===== src/stms_pkg.sv =====
// Shared constants and types of the trimmed mean scaler.
// No dependencies; used by every module of the block.
package stms_pkg;

  localparam int SAMPLES_PER_RESULT = 10;
  localparam int NUM_CH     = 4;
  localparam int CH_SPIN    = 3;
  localparam int SMP_W      = 10;
  localparam int SUM_W      = 16;
  localparam int TRIM_W     = 6;
  localparam int OUT_W      = 11;
  localparam int CTR_W      = 12;
  localparam int CNT_W      = $clog2(SAMPLES_PER_RESULT);
  localparam int CFG_IDX_W  = 2;

  // Trimmed divisor and its reciprocal
  localparam int TRIM_DIV   = SAMPLES_PER_RESULT - 2;
  localparam int DIV_SHIFT  = 22;
  localparam int DIV_RCP_W  = 23;
  localparam longint DIV_RECIP = (64'd1 << DIV_SHIFT) / TRIM_DIV;

  // Centering and 1000/1022 scaling
  localparam int CENTRE_LO   = 511;
  localparam int CENTRE_HI   = 512;
  localparam int SCALE_NUM   = 1000;
  localparam int SCALE_DEN   = 1022;
  localparam int PROD_W      = 20;
  localparam int SCALE_SHIFT = 30;
  localparam int SCALE_RCP_W = 21;
  localparam longint SCALE_RECIP = (64'd1 << SCALE_SHIFT) / SCALE_DEN;

  // Pipeline stage positions
  localparam int ST_KEPT    = 0;
  localparam int ST_QEST    = 1;
  localparam int ST_MEAN    = 2;
  localparam int ST_CTR     = 3;
  localparam int ST_PROD    = 4;
  localparam int ST_SEST    = 5;
  localparam int ST_OUT     = 6;
  localparam int NUM_STAGES = 7;

  localparam int TRIM_X_RST    = 2;
  localparam int TRIM_Y_RST    = 0;
  localparam int TRIM_Z_RST    = 0;
  localparam int TRIM_SPIN_RST = 12;

  typedef enum logic [CFG_IDX_W-1:0] {
    REG_X_TRIM    = 2'd0,
    REG_Y_TRIM    = 2'd1,
    REG_Z_TRIM    = 2'd2,
    REG_SPIN_TRIM = 2'd3
  } cfg_reg_e;

  typedef logic signed [CTR_W-1:0] ctr_t;

  typedef struct packed {
    logic                  acc_en;
    logic                  last;
    logic [NUM_STAGES-1:0] adv;
  } stms_ctrl_t;

endpackage


===== src/stms_lane.sv =====
// One channel lane: running sum, min and max, then the trimmed mean.
// Depends on stms_pkg.
module stms_lane (
  input  logic                           clk_i,
  input  logic                           rst_ni,
  input  stms_pkg::stms_ctrl_t           ctrl_i,
  input  logic [stms_pkg::SMP_W-1:0]     sample_i,
  output logic [stms_pkg::SMP_W-1:0]     mean_o
);

  localparam int SW = stms_pkg::SUM_W;
  localparam int MW = stms_pkg::SMP_W;
  localparam int PW = SW + stms_pkg::DIV_RCP_W;

  logic [SW-1:0] sum_q, sum_n;
  logic [MW-1:0] min_q, min_n, max_q, max_n;
  logic [SW-1:0] kept_d, kept_q, kept1_q;
  logic [PW-1:0] qprod;
  logic [MW-1:0] qest_d, qest_q;
  logic [SW-1:0] back, rem;
  logic [MW-1:0] mean_d, mean_q;

  always_comb begin
    sum_n  = sum_q + SW'(sample_i);
    min_n  = (sample_i < min_q) ? sample_i : min_q;
    max_n  = (sample_i > max_q) ? sample_i : max_q;
    kept_d = sum_n - SW'(min_n) - SW'(max_n);
  end

  always_ff @(posedge clk_i or negedge rst_ni) begin
    if (!rst_ni) begin
      sum_q <= '0;
      min_q <= '1;
      max_q <= '0;
    end else if (ctrl_i.acc_en) begin
      if (ctrl_i.last) begin
        sum_q <= '0;
        min_q <= '1;
        max_q <= '0;
      end else begin
        sum_q <= sum_n;
        min_q <= min_n;
        max_q <= max_n;
      end
    end
  end

  always_ff @(posedge clk_i) begin
    if (ctrl_i.adv[stms_pkg::ST_KEPT]) kept_q <= kept_d;
  end

  assign qprod  = PW'(kept_q) * PW'(stms_pkg::DIV_RECIP);
  assign qest_d = qprod[stms_pkg::DIV_SHIFT +: MW];

  always_ff @(posedge clk_i) begin
    if (ctrl_i.adv[stms_pkg::ST_QEST]) begin
      qest_q  <= qest_d;
      kept1_q <= kept_q;
    end
  end

  always_comb begin
    back   = SW'(qest_q) * SW'(stms_pkg::TRIM_DIV);
    rem    = kept1_q - back;
    mean_d = (rem >= SW'(stms_pkg::TRIM_DIV)) ? qest_q + MW'(1) : qest_q;
  end

  always_ff @(posedge clk_i) begin
    if (ctrl_i.adv[stms_pkg::ST_MEAN]) mean_q <= mean_d;
  end

  assign mean_o = mean_q;

endmodule


===== src/stms_scale.sv =====
// Centering, trim and 1000/1022 scaling of one channel's mean.
// Depends on stms_pkg.
module stms_scale (
  input  logic                                 clk_i,
  input  stms_pkg::stms_ctrl_t                 ctrl_i,
  input  logic                                 spin_i,
  input  logic        [stms_pkg::SMP_W-1:0]    mean_i,
  input  logic signed [stms_pkg::TRIM_W-1:0]   trim_i,
  output logic        [stms_pkg::SMP_W-1:0]    mean_o,
  output logic signed [stms_pkg::OUT_W-1:0]    scaled_o
);

  localparam int MW = stms_pkg::SMP_W;
  localparam int CW = stms_pkg::CTR_W;
  localparam int PW = stms_pkg::PROD_W;
  localparam int EW = PW + stms_pkg::SCALE_RCP_W;
  localparam int OW = stms_pkg::OUT_W;

  stms_pkg::ctr_t trim_x, mean_s, v_acc, c_acc, c_m, c_sp, x;
  logic           neg_d, neg3_q, neg4_q, neg5_q;
  logic [MW-1:0]  mag_d, mag_q;
  logic [MW-1:0]  mean3_q, mean4_q, mean5_q;
  logic [PW-1:0]  prod_d, prod_q, prod5_q;
  logic [EW-1:0]  est_full;
  logic [MW-1:0]  sest_q, q_fin;
  logic [PW-1:0]  back, rem;
  logic [OW-1:0]  q_ext;

  always_comb begin
    trim_x = stms_pkg::ctr_t'({{(CW - stms_pkg::TRIM_W){trim_i[stms_pkg::TRIM_W-1]}}, trim_i});
    mean_s = stms_pkg::ctr_t'({{(CW - MW){1'b0}}, mean_i});
    v_acc  = mean_s + trim_x;
    c_acc  = (v_acc < stms_pkg::ctr_t'(stms_pkg::CENTRE_HI))
             ? v_acc - stms_pkg::ctr_t'(stms_pkg::CENTRE_LO)
             : v_acc - stms_pkg::ctr_t'(stms_pkg::CENTRE_HI);
    c_m    = (mean_s < stms_pkg::ctr_t'(stms_pkg::CENTRE_HI))
             ? mean_s - stms_pkg::ctr_t'(stms_pkg::CENTRE_LO)
             : mean_s - stms_pkg::ctr_t'(stms_pkg::CENTRE_HI);
    c_sp   = -(c_m + trim_x);
    x      = spin_i ? c_sp : c_acc;
    neg_d  = x[CW-1];
    mag_d  = neg_d ? MW'(-x) : MW'(x);
  end

  always_ff @(posedge clk_i) begin
    if (ctrl_i.adv[stms_pkg::ST_CTR]) begin
      neg3_q  <= neg_d;
      mag_q   <= mag_d;
      mean3_q <= mean_i;
    end
  end

  assign prod_d = PW'(mag_q) * PW'(stms_pkg::SCALE_NUM);

  always_ff @(posedge clk_i) begin
    if (ctrl_i.adv[stms_pkg::ST_PROD]) begin
      prod_q  <= prod_d;
      neg4_q  <= neg3_q;
      mean4_q <= mean3_q;
    end
  end

  assign est_full = EW'(prod_q) * EW'(stms_pkg::SCALE_RECIP);

  always_ff @(posedge clk_i) begin
    if (ctrl_i.adv[stms_pkg::ST_SEST]) begin
      sest_q  <= est_full[stms_pkg::SCALE_SHIFT +: MW];
      prod5_q <= prod_q;
      neg5_q  <= neg4_q;
      mean5_q <= mean4_q;
    end
  end

  always_comb begin
    back     = PW'(sest_q) * PW'(stms_pkg::SCALE_DEN);
    rem      = prod5_q - back;
    q_fin    = (rem >= PW'(stms_pkg::SCALE_DEN)) ? sest_q + MW'(1) : sest_q;
    q_ext    = OW'(q_fin);
    scaled_o = neg5_q ? $signed(-q_ext) : $signed(q_ext);
  end

  assign mean_o = mean5_q;

endmodule


===== src/sensor_trimmed_mean_scaler_unit.sv =====
// Top level of the trimmed mean scaler: four channel lanes and the result register.
// Depends on stms_pkg, stms_lane and stms_scale.
//
// Use: one sample set (X, Y, Z, spin) is a transfer on the input channel. After
// every SAMPLES_PER_RESULT transfers one result is offered on the output
// channel: per channel the mean with minimum and maximum dropped, and the
// centered, trimmed values scaled by 1000/1022.
// Throughput: one sample set per cycle while in_ready_o is high; the accumulators take a set on every transfer.
// Pipeline: the transfer of the last set of a group loads the first of the seven
// divide, center and scale stages, and the result is valid in the last of them.
// Stall: while the receiver holds ready low, results wait in the pipeline stages;
// input keeps flowing unless completing a group would need a full pipeline.
// Configuration: four 6-bit trim registers on the config channel, always ready;
// write them only while the block is idle.
// Reset: accumulators cleared, trims set to 2, 0, 0 and 12, no result pending.
module sensor_trimmed_mean_scaler_unit (
  input  logic                                   clk_i,
  input  logic                                   rst_ni,
  input  logic                                   in_valid_i,
  output logic                                   in_ready_o,
  input  logic        [stms_pkg::SMP_W-1:0]      sample_x_i,
  input  logic        [stms_pkg::SMP_W-1:0]      sample_y_i,
  input  logic        [stms_pkg::SMP_W-1:0]      sample_z_i,
  input  logic        [stms_pkg::SMP_W-1:0]      sample_spin_i,
  output logic                                   out_valid_o,
  input  logic                                   out_ready_i,
  output logic        [stms_pkg::SMP_W-1:0]      mean_x_o,
  output logic        [stms_pkg::SMP_W-1:0]      mean_y_o,
  output logic        [stms_pkg::SMP_W-1:0]      mean_z_o,
  output logic        [stms_pkg::SMP_W-1:0]      mean_spin_o,
  output logic signed [stms_pkg::OUT_W-1:0]      accel_x_scaled_o,
  output logic signed [stms_pkg::OUT_W-1:0]      accel_y_scaled_o,
  output logic signed [stms_pkg::OUT_W-1:0]      accel_z_scaled_o,
  output logic signed [stms_pkg::OUT_W-1:0]      spin_rate_o,
  input  logic                                   cfg_valid_i,
  output logic                                   cfg_ready_o,
  input  logic        [stms_pkg::CFG_IDX_W-1:0]  cfg_index_i,
  input  logic        [stms_pkg::TRIM_W-1:0]     cfg_data_i
);

  localparam int NS = stms_pkg::NUM_STAGES;
  localparam int NC = stms_pkg::NUM_CH;
  localparam int CW = stms_pkg::CNT_W;

  stms_pkg::stms_ctrl_t ctrl;
  logic [NS-1:0]        v_q, rdy;
  logic [CW-1:0]        count_q;
  logic                 last, in_fire;

  logic        [stms_pkg::SMP_W-1:0]  sample   [NC];
  logic        [stms_pkg::SMP_W-1:0]  lane_mean[NC];
  logic        [stms_pkg::SMP_W-1:0]  sc_mean  [NC];
  logic signed [stms_pkg::OUT_W-1:0]  sc_val   [NC];
  logic signed [stms_pkg::TRIM_W-1:0] trim_q   [NC];
  logic        [stms_pkg::SMP_W-1:0]  mean_q   [NC];
  logic signed [stms_pkg::OUT_W-1:0]  scaled_q [NC];

  assign sample[0] = sample_x_i;
  assign sample[1] = sample_y_i;
  assign sample[2] = sample_z_i;
  assign sample[3] = sample_spin_i;

  assign last       = (count_q == CW'(stms_pkg::SAMPLES_PER_RESULT - 1));
  assign in_ready_o = !last || rdy[0];
  assign in_fire    = in_valid_i && in_ready_o;

  always_comb begin
    rdy[NS-1] = !v_q[NS-1] || out_ready_i;
    for (int k = NS - 2; k >= 0; k--) begin
      rdy[k] = !v_q[k] || rdy[k+1];
    end
  end

  assign ctrl.acc_en = in_fire;
  assign ctrl.last   = last;
  assign ctrl.adv    = rdy;

  always_ff @(posedge clk_i or negedge rst_ni) begin
    if (!rst_ni) begin
      count_q <= '0;
      v_q     <= '0;
    end else begin
      if (in_fire) begin
        count_q <= last ? '0 : count_q + CW'(1);
      end
      if (rdy[0]) v_q[0] <= in_fire && last;
      for (int k = 1; k < NS; k++) begin
        if (rdy[k]) v_q[k] <= v_q[k-1];
      end
    end
  end

  always_ff @(posedge clk_i or negedge rst_ni) begin
    if (!rst_ni) begin
      trim_q[0] <= stms_pkg::TRIM_W'(stms_pkg::TRIM_X_RST);
      trim_q[1] <= stms_pkg::TRIM_W'(stms_pkg::TRIM_Y_RST);
      trim_q[2] <= stms_pkg::TRIM_W'(stms_pkg::TRIM_Z_RST);
      trim_q[3] <= stms_pkg::TRIM_W'(stms_pkg::TRIM_SPIN_RST);
    end else if (cfg_valid_i) begin
      case (stms_pkg::cfg_reg_e'(cfg_index_i))
        stms_pkg::REG_X_TRIM:    trim_q[0] <= cfg_data_i;
        stms_pkg::REG_Y_TRIM:    trim_q[1] <= cfg_data_i;
        stms_pkg::REG_Z_TRIM:    trim_q[2] <= cfg_data_i;
        stms_pkg::REG_SPIN_TRIM: trim_q[3] <= cfg_data_i;
        default: ;
      endcase
    end
  end

  assign cfg_ready_o = 1'b1;

  for (genvar g = 0; g < NC; g++) begin : g_lane
    stms_lane u_lane (
      .clk_i    (clk_i),
      .rst_ni   (rst_ni),
      .ctrl_i   (ctrl),
      .sample_i (sample[g]),
      .mean_o   (lane_mean[g])
    );

    stms_scale u_scale (
      .clk_i    (clk_i),
      .ctrl_i   (ctrl),
      .spin_i   (g == stms_pkg::CH_SPIN),
      .mean_i   (lane_mean[g]),
      .trim_i   (trim_q[g]),
      .mean_o   (sc_mean[g]),
      .scaled_o (sc_val[g])
    );
  end

  // Merge the lanes into the result register
  always_ff @(posedge clk_i) begin
    if (rdy[stms_pkg::ST_OUT]) begin
      for (int c = 0; c < NC; c++) begin
        mean_q[c]   <= sc_mean[c];
        scaled_q[c] <= sc_val[c];
      end
    end
  end

  assign out_valid_o      = v_q[stms_pkg::ST_OUT];
  assign mean_x_o         = mean_q[0];
  assign mean_y_o         = mean_q[1];
  assign mean_z_o         = mean_q[2];
  assign mean_spin_o      = mean_q[3];
  assign accel_x_scaled_o = scaled_q[0];
  assign accel_y_scaled_o = scaled_q[1];
  assign accel_z_scaled_o = scaled_q[2];
  assign spin_rate_o      = scaled_q[3];

endmodule


===== config.mk =====
export PLATFORM = sky130hd
export DESIGN_NAME = sensor_trimmed_mean_scaler_unit
export DESIGN_NICKNAME = d
export VERILOG_FILES = /design/src/stms_pkg.sv /design/src/stms_lane.sv /design/src/stms_scale.sv /design/src/sensor_trimmed_mean_scaler_unit.sv
export SDC_FILE = /design/constraint.sdc
export NUM_CORES = 2
export LEC_CHECK = 0
export BUFFER_PORTS_ARGS = -buffer_cell sky130_fd_sc_hd__buf_2
export CAP_MARGIN = 15
export CORE_ASPECT_RATIO = 1.25
export CORE_MARGIN = 3
export CORE_UTILIZATION = 50
export CTS_CLUSTER_SIZE = 25
export DETAILED_ROUTE_END_ITERATION = 16
export GPL_TIMING_DRIVEN = 0
export PLACE_DENSITY_LB_ADDON = 0.1
export SLEW_MARGIN = 25
export SYNTH_ARGS = -nofsm -noshare
export SYNTH_HDL_FRONTEND = slang
export SYNTH_SLANG_ARGS = --single-unit

===== constraint.sdc =====
create_clock -name clk_i -period 8.2 [get_ports clk_i]
set_clock_uncertainty 0.2 [all_clocks]
set_input_delay 0.41 -clock clk_i [delete_from_list [all_inputs] [get_ports clk_i]]
set_output_delay 0.41 -clock clk_i [all_outputs]
set_load 0.05 [all_outputs]

## After elaboration in Yosys (flattened, before gate mapping)

Memory sizes are Yosys's and may differ from the RTL's.
Index checks and enable logic that the tools add are counted.

- Div/mod/pow operators: 0
- Multiplexer cells: 43
- Equality and inequality tests: 4
- $add $sub $neg: 50
- Order comparisons: 20
- Shift-type cells: 0
- Bitwise gates (word level): 0
- Multipliers: 12
- Reduce and logical (&&, ||, !) cells: 23

Operators with widths:

| cell | count |
|---|---|
| 10-bit two-way mux | 28 |
| 17-bit by 19-bit multiplier with 35-bit output (second input constant) | 4 |
| 16-bit by 10-bit subtractor with 16-bit output | 8 |
| 10-bit by 1-bit adder with 10-bit output (second input constant) | 8 |
| 20-bit by 10-bit greater-or-equal comparator with 1-bit output (second input constant) | 4 |
| 20-bit subtractor | 4 |
| 10-bit by 9-bit multiplier with 19-bit output (second input constant) | 4 |
| 10-bit by 7-bit multiplier with 17-bit output (second input constant) | 4 |
| 16-bit by 10-bit adder with 16-bit output | 4 |
| 16-bit by 4-bit greater-or-equal comparator with 1-bit output (second input constant) | 4 |
| 16-bit two-way mux | 4 |
| 16-bit by 13-bit subtractor with 16-bit output | 4 |
| 12-bit two-way mux | 4 |
| 11-bit two-way mux | 4 |
| 10-bit negator with 11-bit output | 4 |
| 10-bit > comparator | 4 |
| 10-bit less-than comparator | 4 |
| 10-bit negator | 4 |
| 11-bit by 6-bit adder with 12-bit output | 3 |
| 12-bit by 11-bit less-than comparator with 1-bit output (second input constant) | 3 |
| 12-bit by 10-bit subtractor with 12-bit output (second input constant) | 3 |
| 12-bit by 11-bit subtractor with 12-bit output (second input constant) | 3 |
| 12-bit by 6-bit adder with 12-bit output | 1 |
| 12-bit negator | 1 |
| 14 further kinds | 34 |

- Memories kept: 2
- Input bits: 53
- Memory bits (read-only): 0
- RAM bits: 84
- Latch bits: 0
- Output and inout bits: 87
- Word-level logic and storage cells: 234
- Register bits after elaboration: 735

Memories:

| memory | depth | bits a word | rd ports | clocked after memory_dff | write ports | line | source |
|---|---|---|---|---|---|---|---|
| scaled_q | 4 | 11 | 4 | 0 | 4 | sensor_trimmed_mean_scaler_unit.sv:56 | `logic signed [stms_pkg::OUT_W-1:0] scaled_q [NC];` |
| mean_q | 4 | 10 | 4 | 0 | 4 | sensor_trimmed_mean_scaler_unit.sv:55 | `logic [stms_pkg::SMP_W-1:0] mean_q [NC];` |

## Depth between registers and ports, before layout

- Word-level depth: 11
- Depth in mapped cells: 38
- Gate-level depth less buffers: 36

## Modules after synthesis

A second synthesis with hierarchy kept.

- Cells, all modules: 6131
- Area total of the unflattened synthesis: 64340.5 um^2

By module, submodules not included:

| module | times used | cells an instance | area an instance (um^2) | seq. area each (um^2) |
|---|---|---|---|---|
| stms_lane | 4 | 483 | 4799.6 | 1994.4 |
| stms_scale (g_lane[3].u_scale) | 1 | 991 | 10314.9 | 2612.5 |
| stms_scale (g_lane[2].u_scale) | 1 | 1002 | 10313.6 | 2612.5 |
| stms_scale (g_lane[1].u_scale) | 1 | 1016 | 10292.4 | 2612.5 |
| stms_scale (g_lane[0].u_scale) | 1 | 1006 | 10273.6 | 2612.5 |
| sensor_trimmed_mean_scaler_unit | 1 | 184 | 3947.5 | 3402.0 |

## Worst setup path after synthesis

Ideal clock, no wire load.

- Path type: register -> register
- From: register g_lane[3].u_scale.sest_q[5]
- To: memory scaled_q[3][10] (netlist name), data pin
- Buffers on the path: 2
- Arrival: 7.763 ns
- Library setup time: 0.264 ns
- Required time: 7.736 ns
- Path slack: -0.027 ns
- Stages on the path, launching flop included: 33
- Period minus slack after synthesis: 8.227 ns
- Cell sequence: edfxtp_1 -> fa_1 -> inv_1 -> fa_1 -> fa_1 -> fa_1 -> inv_1 -> ha_1 -> inv_1 -> o21bai_1 -> a21oi_1 -> o21ai_0 -> a21oi_1 -> o21bai_1 -> a21oi_1 -> o21ai_0 -> a21o_1 -> a21oi_1 -> xor2_1 -> ha_1 -> a21o_1 -> a31oi_1 -> nand2_1 -> and3b_1 -> nor3_1 -> or3_4 -> a2111oi_4 -> buf_6 -> buf_2 -> mux2i_1 -> ha_1 -> nand3b_4 -> o41a_1

RTL lines:

| element | line | source |
|---|---|---|
| start: declaration | stms_scale.sv:25 | `logic [MW-1:0] sest_q, q_fin;` |
| start signal: assignment | stms_scale.sv:67 | `sest_q <= est_full[stms_pkg::SCALE_SHIFT +: MW];` |
| end: declaration | sensor_trimmed_mean_scaler_unit.sv:56 |  |

==> results.md <==
- Final ANT Viol Nets: 0
- CTS HTree Levels: 3
- Synth Area in Adders: 0.278
- Vias per cell: 5.32
- Crit path capture type: register
- Clock-pin slew on the worst setup and hold paths: 0.06 ns
- Status: finished clean
- Syn Area/Cell: 11.0 sq um
- GPL Wtd Cong: 0.888
- Placed insts: 6972
- Worst setup path class: reg -> reg
- TritonCTS clock tree: built
- Initial antenna violation count: 9
- Average wire per cell in the routed design: 16.9 microns
- Combinational family with the most area after synthesis: adder cells
- Slew Limit Fails: 0
- Synth warn: 0
- Synth top area cells: edfxtp_1, ha_1, fa_1
- Most Frequent Cell on Critical Path: fa_1
- Clock buffer depth: 3
- Iter 0 DRT Violations: 1701
- First-pass GRT wire length: 203000 microns
- Overflow after GRT: 0
- IO Count: 140
- Worst path arrival time: 8.25 ns
- Async SR Flop Fraction: 0.237
- Commonest non-fill, non-tap cell in the layout: ha_1
- Layout cells sized above 1: 0.131
- All-Layer GR Usage: 0.207
- Post-Layout Cell Count: 7348
- Number of synthesized flops with an enable pin: 576
- RSZ-0062 raised after global routing: true
- Die Y: 388 microns
- Core area: 115000 sq um
- Synth Cell Area: 58300 sq um
- Worst-Margin Slew: 0.986 ns
- Synth top area share: 0.297
- Initial Util: 0.505
- Most frequent cells in the layout: ha_1, inv_1, edfxtp_1
- P&R area growth vs syn: 15.5%
- Post-route setup slack: 0.170 ns
- CP max FO: 7
- Worst slack at placement: -1.62 ns
- Setup violators final: 0
- CTS sink cnt: 755
- CTS Root Cell: clkbuf_16
- Relative slew slack: 0.342
- Critical Path Source Type: register
- CP max stage delay: 0.57 ns
- Syn nets: 6425
- Peak Freq: 125 MHz
- Cell Rows: 139
- Pre-antenna DRT Iters: 5
- Largest net degree at the start of global routing: 93
- Vias: 39073
- Synth unique cells: 94
- Fin crit share: 0.979
- Xor/xnor share of the synthesized area: 0.0734
- Drc violations: 0
- FF+latch count, synth: 755
- Clock buffer count from CTS: 86
- Port Buffer Count: 137
- Die X: 311 microns
- Nets: 6871
- Final WL: 124000 microns
- Worst hold path type: in -> reg
- Vias in the first global route: 40175
- Post-synthesis sequential area ratio: 0.375
- Maxcap violations: 0
- Cell taking the most area after synthesis: edfxtp_1
- Insertion delay to the later sink of the worst-skew pair: 0.68 ns
- Critical Path RT: 8.42 ns
- Synthesized instance count: 5274
- Fin. Hold Viols: 0
- Area share of and/or/nand/nor cells after synthesis: 0.0881
- Min Tclk post-route: 8.03 ns
- Compound-Gate Fraction of Synth Area: 0.124
- Area of the die: 121000 sq um
- Hpwl dp: 95600 microns
- Mux contribution to synthesized area: 0.0160
- Ys flop type: edfxtp_1
- Slowest cell on crit path: fa_1
-- timing repair --
item                                    CTS  global route
pin swaps                                78           107
buffers inserted                        105            58
hold endpoints to repair                242             0
endpoints found under the setup margin   44            36
hold buffers                             54             0
gates resized for setup                 120           154
-- final cells by class --
type                            count  area, sq um
Antenna cell                        6         15.0
Buffer                             97          469
Clock buffer                       97         2240
Clock inverter                     62          895
Fill cell                        9629        48000
Inverter                          617         2350
Multi-Input combinational cell   3800        34800
Sequential cell                   755        21800
Tap cell                         1551         1940
Timing Repair Buffer              363         2730
-- cell families (layout without fill, tap and decap cells) --
family / count (synthesis) / in the layout
flops: 755 / 755
compound gates: 1076 / 1076
xor+xnor: 488 / 488
mux: 89 / 89
other cells: 1 / 7
buf+inv: 719 / 1236
simple gates: 1048 / 1048
fa+ha+maj: 1098 / 1098
-- routing by layer --
layer  vias to the layer above  wire length (microns)  GRT usage  share of wire
li1                      19566                      -          -              -
met1                     18838                  52300      0.248           0.42
met2                       477                  64800      0.382           0.52
met3                       188                   3700     0.0258          0.030
met4                         4                   3500     0.0682          0.028
met5                         -                     23          0        0.00019
-- critical path, delay by kind of cell, from the launching register on --
family | cells | cell delay (ns)
and+or+nand+nor | 5 | 0.86
DFF | 1 | 0.50
buffers and inverters | 4 | 0.45
AOI/OAI and AO/OA | 14 | 2.73
xor gates and xnor gates | 1 | 0.24
adders and majority gates | 7 | 2.77
-- flip-flops by register name, indices dropped and copies added, names as in the netlist, 44 cells and up --
name                    flops
g_lane.u_lane.sum_q        64
g_lane.u_lane.kept_q       52
g_lane.u_scale.prod5_q     68
scaled_q                   44
g_lane.u_scale.prod_q      68
-- synthesized netlist by cell type, drive strengths merged, types with 16 or more instances --
cell type	count
o22a	40
o31ai	24
fa	325
mux2i	55
dfstp	43
nand2	272
and3	54
xnor2	351
o21a	49
nand2b	44
a21oi	297
or3	31
clkbuf	85
a31oi	28
nor2	271
nand3	104
edfxtp	576
nand4	34
and2	27
o22ai	26
o211ai	16
mux2	34
o21bai	70
ha	773
inv	617
dfrtp	136
a21o	116
buf	17
a211oi	25
o21ai	190
a22o	67
nor2b	57
nor3	71
xor2	137
-- per-stage QoR --
step | utilization | area, sq um | hold WS (ns) | setup TNS (ns)
after CTS | 0.574 | 66200 | 0.0126 | 0
after floorplan | - | 58300 | -0.0856 | -0.00107
after detailed placement | 0.531 | 61200 | 0.122 | -36.83
after global placement | 0.528 | 60900 | 0.200 | -35.17
after global routing | 0.584 | 67300 | 0.0585 | -1.61
final | 0.584 | 67300 | 0.0854 | 0
-- final timing paths --
| check | endpoint | slack [ns] | cells after the start | start |
|---|---|---|---|---|
| worst max register to register | scaled_q[1][10] | 0.17 | 31 | g_lane[1].u_scale.sest_q[0] |
| worst max-delay path | scaled_q[1][10] | 0.17 | 31 | g_lane[1].u_scale.sest_q[0] |
| min in group asynchronous | g_lane[0].u_lane.sum_q[5] | 0.13 | 3 | rst_ni |
| max in group asynchronous | g_lane[2].u_lane.max_q[3] | 7.21 | 3 | rst_ni |
| worst min-delay path | v_q[6] | 0.09 | 3 | out_ready_i |
| worst min register to register | g_lane[2].u_scale.mean_o[8] | 0.21 | 0 | g_lane[2].u_scale.mean4_q[8] |
Power is not shown: default switching activity piles up to over one toggle a cycle in this logic, so the estimate is an artifact.
